===== src/rtl/crcdfr_pkg.sv =====
// Shared types, constants and the bytewise CRC-8 update for the reply packet deframer.
// No dependencies; every RTL file of the deframer imports this package.
`default_nettype none

package crcdfr_pkg;

  localparam logic [7:0] MARKER_RESET      = 8'h55;
  localparam logic [7:0] STATUS_COMPLEMENT = 8'hFF;

  // Input kind codes carried on tuser.
  localparam logic KIND_DATA  = 1'b0;
  localparam logic KIND_CLEAR = 1'b1;

  // Register index, taken from paddr[2].
  localparam logic REG_MARKER = 1'b0;

  // Contribution of each bit of (crc ^ byte) to the next CRC, polynomial 0x07.
  localparam logic [7:0] CRC_TERM [8] = '{
    8'h07, 8'h0E, 8'h1C, 8'h38, 8'h70, 8'hE0, 8'hC7, 8'h89
  };

  typedef struct packed {
    logic [7:0]  payload_byte;
    logic        is_end;
    logic [7:0]  status;
    logic [15:0] block_number;
    logic [15:0] payload_length;
    logic        crc_ok;
  } out_rec_t;

  function automatic logic [7:0] crc8_update(input logic [7:0] crc, input logic [7:0] b);
    logic [7:0] k;
    logic [7:0] r;
    k = crc ^ b;
    r = '0;
    for (int i = 0; i < 8; i++) begin
      if (k[i]) r = r ^ CRC_TERM[i];
    end
    return r;
  endfunction

endpackage

`default_nettype wire


===== src/rtl/crcdfr_parser.sv =====
// Packet parser of the reply deframer: marker hunt, header capture, payload pass and CRC check.
// Depends on crcdfr_pkg for the CRC update and the result record type.
`default_nettype none

module crcdfr_parser
  import crcdfr_pkg::*;
(
  input  logic       clk,
  input  logic       rst,
  input  logic       step,
  input  logic       kind,
  input  logic [7:0] data_byte,
  input  logic [7:0] marker,
  output logic       res_valid,
  output out_rec_t   res
);

  typedef enum logic [1:0] {
    PH_HUNT,
    PH_HEADER,
    PH_PAYLOAD,
    PH_CRC
  } phase_t;

  phase_t      phase;
  logic [15:0] window_bytes;
  logic [1:0]  window_fill;
  logic [1:0]  header_index;
  logic [7:0]  held_status;
  logic [15:0] held_block;
  logic [15:0] held_length;
  logic [15:0] bytes_remaining;
  logic [7:0]  running_crc;

  logic [7:0]  oldest;
  logic [7:0]  mid;
  logic        match;
  logic [7:0]  crc_next;
  logic [7:0]  hunt_crc;
  logic [15:0] length_next;
  logic [15:0] remaining_next;

  assign oldest         = window_bytes[15:8];
  assign mid            = window_bytes[7:0];
  assign match          = (oldest == marker) && ((mid ^ data_byte) == STATUS_COMPLEMENT);
  assign crc_next       = crc8_update(running_crc, data_byte);
  assign hunt_crc       = crc8_update(crc8_update(crc8_update(8'h00, oldest), mid), data_byte);
  assign length_next    = {data_byte, held_length[7:0]};
  assign remaining_next = bytes_remaining - 16'd1;

  always_comb begin
    res_valid = 1'b0;
    res       = '0;
    if (step && kind == KIND_DATA) begin
      unique case (phase)
        PH_PAYLOAD: begin
          res_valid        = 1'b1;
          res.payload_byte = data_byte;
        end
        PH_CRC: begin
          res_valid          = 1'b1;
          res.is_end         = 1'b1;
          res.status         = held_status;
          res.block_number   = held_block;
          res.payload_length = held_length;
          res.crc_ok         = (data_byte == running_crc);
        end
        default: begin
          res_valid = 1'b0;
        end
      endcase
    end
  end

  always_ff @(posedge clk) begin
    if (rst || (step && kind == KIND_CLEAR)) begin
      phase           <= PH_HUNT;
      window_bytes    <= '0;
      window_fill     <= '0;
      header_index    <= '0;
      held_status     <= '0;
      held_block      <= '0;
      held_length     <= '0;
      bytes_remaining <= '0;
      running_crc     <= '0;
    end else if (step) begin
      unique case (phase)
        PH_HUNT: begin
          if (window_fill < 2'd2) begin
            window_bytes <= {window_bytes[7:0], data_byte};
            window_fill  <= window_fill + 2'd1;
          end else if (match) begin
            held_status  <= mid;
            running_crc  <= hunt_crc;
            phase        <= PH_HEADER;
            header_index <= '0;
            window_bytes <= '0;
            window_fill  <= '0;
          end else begin
            window_bytes <= {mid, data_byte};
          end
        end
        PH_HEADER: begin
          running_crc  <= crc_next;
          header_index <= header_index + 2'd1;
          unique case (header_index)
            2'd0: held_block <= {8'h00, data_byte};
            2'd1: held_block <= {data_byte, held_block[7:0]};
            2'd2: held_length <= {8'h00, data_byte};
            default: begin
              held_length     <= length_next;
              bytes_remaining <= length_next;
              phase           <= (length_next != 16'd0) ? PH_PAYLOAD : PH_CRC;
            end
          endcase
        end
        PH_PAYLOAD: begin
          running_crc     <= crc_next;
          bytes_remaining <= remaining_next;
          if (remaining_next == 16'd0) phase <= PH_CRC;
        end
        default: begin
          // End record goes out; the parser starts a fresh hunt.
          phase           <= PH_HUNT;
          window_bytes    <= '0;
          window_fill     <= '0;
          header_index    <= '0;
          held_status     <= '0;
          held_block      <= '0;
          held_length     <= '0;
          bytes_remaining <= '0;
          running_crc     <= '0;
        end
      endcase
    end
  end

endmodule

`default_nettype wire


===== src/rtl/crc8_reply_packet_deframer.sv =====
// Reply packet deframer: one byte in per cycle while s_tready is high, payload bytes and end records out.
// A result is registered into the output queue when its byte is accepted, then offered on the master side.
// Throughput: one byte per cycle; a two-entry output queue lets input continue while a
// result waits, and s_tready drops only when both entries are full.
// Reset (rst, synchronous): parser hunts with an empty window, queue empty, marker 0x55.
// Depends on crcdfr_pkg and crcdfr_parser.
`default_nettype none

module crc8_reply_packet_deframer
  import crcdfr_pkg::*;
(
  input  logic        clk,
  input  logic        rst,
  // Byte input
  input  logic        s_tvalid,
  output logic        s_tready,
  input  logic [7:0]  s_tdata,   // [7:0] data_byte
  input  logic        s_tuser,   // [0] kind
  // Result output
  output logic        m_tvalid,
  input  logic        m_tready,
  output logic [55:0] m_tdata,   // [7:0] payload_byte, [15:8] status, [31:16] block_number,
                                 // [47:32] payload_length, [48] crc_ok, [55:49] zero
  output logic        m_tlast,   // is_end
  // Configuration
  input  logic        psel,
  input  logic        penable,
  input  logic        pwrite,
  input  logic [2:0]  paddr,
  input  logic [31:0] pwdata,
  output logic [31:0] prdata,
  output logic        pready
);

  logic       marker_sel;
  logic [7:0] marker;
  logic       accept;
  logic       push;
  logic       pop;
  logic       res_valid;
  out_rec_t   res;
  out_rec_t   q0;
  out_rec_t   q1;
  logic       q0_valid;
  logic       q1_valid;

  assign marker_sel = (paddr[2] == REG_MARKER);
  assign pready     = 1'b1;
  assign prdata     = marker_sel ? {24'h000000, marker} : 32'h0000_0000;

  always_ff @(posedge clk) begin
    if (rst) begin
      marker <= MARKER_RESET;
    end else if (psel && penable && pwrite && pready && marker_sel) begin
      marker <= pwdata[7:0];
    end
  end

  assign s_tready = !q1_valid;
  assign accept   = s_tvalid && s_tready;

  crcdfr_parser u_parser (
    .clk       (clk),
    .rst       (rst),
    .step      (accept),
    .kind      (s_tuser),
    .data_byte (s_tdata),
    .marker    (marker),
    .res_valid (res_valid),
    .res       (res)
  );

  assign push = accept && res_valid;
  assign pop  = m_tvalid && m_tready;

  always_ff @(posedge clk) begin
    if (rst) begin
      q0_valid <= 1'b0;
      q1_valid <= 1'b0;
    end else if (pop) begin
      if (q1_valid) begin
        q0       <= q1;
        q1_valid <= push;
        if (push) q1 <= res;
      end else begin
        q0_valid <= push;
        if (push) q0 <= res;
      end
    end else if (push) begin
      if (!q0_valid) begin
        q0       <= res;
        q0_valid <= 1'b1;
      end else begin
        q1       <= res;
        q1_valid <= 1'b1;
      end
    end
  end

  assign m_tvalid = q0_valid;
  assign m_tlast  = q0.is_end;
  assign m_tdata  = {7'b0000000, q0.crc_ok, q0.payload_length, q0.block_number,
                     q0.status, q0.payload_byte};

  // The second entry is only ever filled behind the first.
  a_queue_order: assert property (@(posedge clk) disable iff (rst)
    q1_valid |-> q0_valid)
    else $error("output queue holds a second entry without a first");

  // A result pushed into an empty queue is offered on the next cycle.
  a_push_visible: assert property (@(posedge clk) disable iff (rst)
    (push && !q0_valid) |=> m_tvalid)
    else $error("pushed result not presented on the master side");

  // Nothing is offered in the cycle after reset.
  a_reset_empty: assert property (@(posedge clk)
    $past(rst) |-> !m_tvalid)
    else $error("result offered straight after reset");

endmodule

`default_nettype wire


===== config.mk =====
export PLATFORM = sky130hd
export DESIGN_NAME = crc8_reply_packet_deframer
export DESIGN_NICKNAME = d
export VERILOG_FILES = /design/src/rtl/crcdfr_pkg.sv /design/src/rtl/crcdfr_parser.sv /design/src/rtl/crc8_reply_packet_deframer.sv
export SDC_FILE = /design/constraint.sdc
export NUM_CORES = 1
export LEC_CHECK = 0
export BUFFER_PORTS_ARGS = -buffer_cell sky130_fd_sc_hd__buf_2
export CAP_MARGIN = 40
export CORE_ASPECT_RATIO = 2
export CORE_MARGIN = 3
export CORE_UTILIZATION = 40
export CTS_CLUSTER_SIZE = 25
export DETAILED_ROUTE_END_ITERATION = 8
export PLACE_DENSITY = 0.6
export SYNTH_ARGS = -nofsm -noshare
export SYNTH_HDL_FRONTEND = slang
export SYNTH_SLANG_ARGS = --single-unit
export TNS_END_PERCENT = 5

===== constraint.sdc =====
create_clock -name clk -period 13.94 [get_ports clk]
set_input_delay 1.394 -clock clk [delete_from_list [all_inputs] [get_ports clk]]
set_output_delay 1.394 -clock clk [all_outputs]
set_load 0.005 [all_outputs]

# ---- Word-level counts from Yosys, hierarchy flattened
# Cells that the tools add are included.
dict set report totals {
  ff_bits 196
  in_bits 51
  output_inout_bits 92
  word_cells 209
}
dict set report op_classes {
  n_addsub 3
  order_cmp 1
  eq_ne 22
  n_mux 80
  bitwise 39
  n_reduce_logical 38
}
# operator count
set ops {}
lappend ops {{$mux W50} 10}
lappend ops {{$pmux W16 S2} 5}
lappend ops {{$mux W8} 18}
lappend ops {{$not A2 Y3} 20}
lappend ops {{$mux W16} 3}
lappend ops {{$pmux W16 S3} 1}
lappend ops {{$mux W42} 1}
lappend ops {{$pmux W8 S2} 2}
lappend ops {{$xor A8 B8 Y8} 4}
lappend ops {{$mux W7} 4}
lappend ops {{$mux W6} 4}
lappend ops {{$mux W5} 4}
lappend ops {{$not A5 Y5} 4}
lappend ops {{$reduce_and A4 Y1} 5}
lappend ops {{$eq A8 B8 Y1} 2}
lappend ops {{$logic_not A16 Y1} 1}
lappend ops {{$mux W4} 4}
lappend ops {{$reduce_bool A16 Y1} 1}
lappend ops {{$sub A16 B1 Y16 const B} 1}
lappend ops {{$reduce_and A3 Y1} 5}
lappend ops {{$mux W2} 7}
lappend ops {{$ne A2 B2 Y1 const B} 7}
lappend ops {{$mux W3} 4}
lappend ops {{$not A3 Y3} 4}
lappend ops {{other kinds (20)} 62}

# ---- Depth between registers and ports, before layout
dict set report logic_depth {
  ltp_word 50
  mapped_depth 9
  mapped_depth_nobuf 9
}

# ---- Modules after synthesis
# From an unflattened synthesis, not the netlist that was laid out.
dict set report unflattened {
  cells_unflattened 900
  hier_area_um2 9683.0
}
# mod instances cells_each area_per_inst_um2 seq_area_each_um2
set by_module_without_submodules {}
lappend by_module_without_submodules {crcdfr_parser 1 657 5312.6 1721.7}
lappend by_module_without_submodules {crc8_reply_packet_deframer 1 243 4370.4 3203.1}

# ---- Least setup slack after synthesis
# Ideal clock, no wire load.
dict set report synth_timing {
  kind {input-to-reg}
  start {in s_tvalid}
  end {reg q0 (netlist bit m_tdata[0]) (enable)}
  setup_time_ns 0.538
  arrival_ns 6.035
  required_ns 13.402
  setup_slack_ns 7.366
  stages 4
  path_buffers 0
  path_cell_list {nand2_1 > nor3b_1 > nor2_1 > a221oi_1}
}
dict set report synth_between {
  elab_chain_len 6
  word_cells_on_any_way 7
  classes_between {mux: 1; reduce/logical: 6}
}
# element line_no
set synth_rtl {}
lappend synth_rtl {{start, declared} crc8_reply_packet_deframer.sv:15} ;# input logic s_tvalid,
lappend synth_rtl {{$logic_and A1 B1 Y1 *} crc8_reply_packet_deframer.sv:60} ;# assign accept = s_tvalid && s_tready;
lappend synth_rtl {{$logic_and A1 B1 Y1} crcdfr_parser.sv:54} ;# if (step && kind == KIND_DATA) begin
lappend synth_rtl {{$mux W1} crcdfr_parser.sv:54}
lappend synth_rtl {{$logic_and A1 B1 Y1 *} crc8_reply_packet_deframer.sv:73} ;# assign push = accept && res_valid;
lappend synth_rtl {{$reduce_bool A2 Y1 (no line)} -}
lappend synth_rtl {{$reduce_and A4 Y1 (no line) *} -}
lappend synth_rtl {{end signal, assigned} crc8_reply_packet_deframer.sv:82} ;# q0 <= q1;
lappend synth_rtl {{end signal, assigned} crc8_reply_packet_deframer.sv:87} ;# if (push) q0 <= res;
lappend synth_rtl {{end signal, assigned} crc8_reply_packet_deframer.sv:91} ;# q0 <= res;
lappend synth_rtl {{end, declared} crc8_reply_packet_deframer.sv:42} ;# out_rec_t q0;
# Mark *: on every way between the ends. The rest lies on a longest branch, timed or not.
# A chain may end at the register's enable or synchronous reset.

# ---- Final worst setup path
dict set report layout_timing {
  start {in s_tdata[4]}
  end {reg u_parser.phase[0]}
}
dict set report layout_between {
  elab_chain_len 5
  word_cells_on_any_way 9
  classes_between {eq/ne: 2; mux: 3; bitwise: 1; reduce/logical: 3}
}
# element line_no
set layout_rtl {}
lappend layout_rtl {{start, declared} crc8_reply_packet_deframer.sv:17} ;# input logic [7:0] s_tdata,
lappend layout_rtl {{$xor A8 B8 Y8} crcdfr_parser.sv:45} ;# assign match = (oldest == marker) && ((mid ^ data_byte) == STATUS_COMPLEMENT);
lappend layout_rtl {{$eq A8 B8 Y1} crcdfr_parser.sv:45}
lappend layout_rtl {{$logic_and A1 B1 Y1} crcdfr_parser.sv:45}
lappend layout_rtl {{$ne A2 B1 Y1 (no line)} -}
lappend layout_rtl {{$reduce_and A5 Y1 (no line)} -}
lappend layout_rtl {{end signal, assigned} crcdfr_parser.sv:113} ;# phase <= (length_next != 16'd0) ? PH_PAYLOAD : PH_CRC;
lappend layout_rtl {{end, declared} crcdfr_parser.sv:25} ;# phase_t phase;
# Several ways; a longest one is shown, not always the timed one. The select of a mux whose other input is x is not followed.

==> qor.csv <==
metric;value;unit
dieHeight;221.9;um
layout_min_cycle_time;3.517;ns
num-fill-cells;2229;
antenna_found_initial;0;
critPathBufInv;1;
hold_path.class;flip-flop to flip-flop;
first_global_vias;6536;
diodes;0;
ant_nets;0;
synth.distinct_cells;57;
finalSetupViolCount;0;
power_density;109.4;nW/um^2
die_area;25290;um^2
fmaxAchievable;284.4;MHz
cts_sinks;196;
io_buffer_count;84;
cts_setup_buffers;0;
preCtsSetupSlack;9.981;ns
cts.path.max_buffers;2;
grt.total_usage;17.80;%
dr.pass1.iters;4;
cts_buffers;17;
finalSetupTns;0;ns
worst_slack;10.42;ns
final.setup_skew;0.008401;ns
synthTopCellsByArea;edfxtp_1 (32%), dfxtp_1 (21%), xnor2_1 (6.8%);
io-pin-count;143;
worstMarginPinSlew;0.7941;ns
grt_pass1_wl;34910;um
post-route-util;45.46;%
slowest_stage;or4_4;
leakage;0.004027;uW
cp_cell_sequence;buf_2, xor2_1, nand4_1, or4_4, o22ai_4, nand4bb_1, or2_1, o41ai_2;
yosys.area.top_type_share;32.20;%
async_reset_ff_share;0;%
crit_required;14.30;ns
drive_gt1_share;13.62;%
drc;0;
cts_max_level;4;
rsz0062_at_grt;no;
grt_max_degree;64;
critical_path_arrival;3.87;ns
rrSetupSlack;10.88;ns
regArea;4925;um^2
start_util;40.83;%
power;1136;uW
wl;22150;um
final_nets;1020;
path_max_fanout;17;
gr-total-overflow;0;
cts.clk_slew.worst_paths;0.07;ns
period_share;25.23;%
cp-start-kind;input pin;
via_count;6651;
relSlewSlack;46.65;%
syn2layout_area_growth;11.32;%
synth_seq_cells;196;
core-area;22840;um^2
syn_inst;899;
post_cts_resized;0;
rows;78;
yosysTopAreaCell;edfxtp_1;
wl_per_cell;17.74;um
ys_seq_area_share;52.81;%
gp_congestion;0.8515;
viasPerCell;5.325;
critPathKind;input pin to flip-flop;
synth_edf_count;100;
ir_worst_vdd;0.00007451;V
slew_violations;0;
critical-path-max-stage-delay;0.54;ns
syn_area;9325;um^2
die_w;114.0;um
syn_avg_cell_area;10.37;um^2
clk_latency;0.45;ns
initialDrtViolationCount;322;
cts_hold_buf;0;
multi_input_area;4034;um^2
crit_family;simple AND/OR/NAND/NOR gates;
cts-root-buf;clkbuf_16;
cts_tree;built;
status;complete, no violations;
synth_ff_type;edfxtp_1;
drv_cap;0;
finalHoldViolCount;0;
place.detailed.hpwl;15610;um
crit_path_end_kind;flip-flop;
synth_warnings;0;
## per-layer routing
| layer | up-vias | track usage, % | wire, um |
|---|---|---|---|
| met2 | 182 | 33.36 | 12340 |
| met4 | 0 | 10.20 | 1136 |
| met1 | 3178 | 17.55 | 7782 |
| met5 | - | 0 | 0 |
| met3 | 57 | 3.551 | 889 |
| li1 | 3234 | - | - |
## final cells by class
type / instances / area share, %
multi-input cells: 634 / 38.86
inverters: 14 / 0.5062
repair buffers: 93 / 4.821
flip-flops and latches: 196 / 47.44
clock buffers: 19 / 4.170
well taps: 280 / 3.375
clock inverters: 13 / 0.8316
## flip-flops by register name, summed over array words and instances, names as in the netlist, 8 cells and up
name and cells:
u_parser.window_bytes 16, u_parser.bytes_remaining 16, m_tdata 49, u_parser.held_length 16, marker 8, u_parser.held_block 16
u_parser.held_status 8, q1 50, u_parser.running_crc 8
## cell usage in the layout (no fill, tap or decap), types with 3 or more instances in the layout
master / instances
edfxtp_1: 100
dfxtp_1: 96
nor2_1: 92
buf_2: 84
xnor2_1: 72
nand2_1: 57
and2_1: 53
a21o_1: 51
a22oi_1: 38
a21oi_1: 35
conb_1: 32
o21ai_0: 29
xor2_1: 26
nor3_1: 25
clkbuf_16: 17
inv_1: 14
a32oi_1: 14
ha_1: 13
nand4_1: 10
nor2b_1: 10
buf_4: 8
nand3_1: 7
nand2b_1: 6
nor4_1: 6
nand3b_1: 5
a22o_1: 5
or4_1: 4
o31ai_1: 4
clkinv_2: 4
a211oi_1: 3
o22ai_1: 3
o211ai_1: 3
clkinvlp_4: 3
## power by group
| part | switching [uW] | internal [uW] |
|---|---|---|
| combinational | 47.3 | 36.4 |
| sequential | 4.48 | 602 |
| clock | 218 | 227 |
## logic make-up after synthesis
family          share of synthesized area (%)
xor+xnor                                9.446
simple gates                            15.43
mux                                    0.1073
compound gates                          14.96
flops                                   52.81
other cells                           0.08053
fa+ha+maj                               1.744
buf+inv                                 5.421
## synthesized netlist by cell type (2+ instances only)
master     count
edfxtp_1     100
dfxtp_1       96
nor2_1        92
xnor2_1       72
nand2_1       57
and2_1        53
a21o_1        52
clkbuf_1      40
a22oi_1       38
a21oi_1       35
buf_4         32
o21ai_0       29
xor2_1        26
nor3_1        25
a32oi_1       14
inv_1         14
ha_1          13
buf_2         11
nand4_1       10
nor2b_1       10
nand3_1        7
nand2b_1       6
nor4_1         6
a22o_1         5
nand3b_1       5
o31ai_1        4
or4_1          4
a211oi_1       3
o211ai_1       3
o22ai_1        3
a2bb2oi_1      2
a31oi_1        2
buf_1          2
conb_1         2
nand4b_1       2
nor3b_1        2
o2bb2ai_1      2
## through the flow
step | hold WS, ns | instance area [um^2] | instances
6_report | 0.4658 | 10380 | 1249
5_1_grt | 0.4938 | 10380 | 1249
4_1_cts | 0.4697 | 10380 | 1249
3_5_place_dp | 0.4579 | 9862 | 1217
3_3_place_gp | 0.4503 | 9834 | 1215
2_1_floorplan | 0.4308 | 9438 | 929
## path summary, 6_finish.rpt
kind,start,end,cells after the start
max,s_tdata[4],u_parser.phase[0]$_SDFFE_PP0P_,8
min,u_parser.window_fill[0]$_SDFFE_PP0P_,u_parser.window_fill[0]$_SDFFE_PP0P_,1
max reg2reg,u_parser.phase[0]$_SDFFE_PP0P_,u_parser.held_length[5]$_SDFFE_PP0P_,7
min reg2reg,u_parser.window_fill[0]$_SDFFE_PP0P_,u_parser.window_fill[0]$_SDFFE_PP0P_,1
Power figures use the tool's default switching activity.
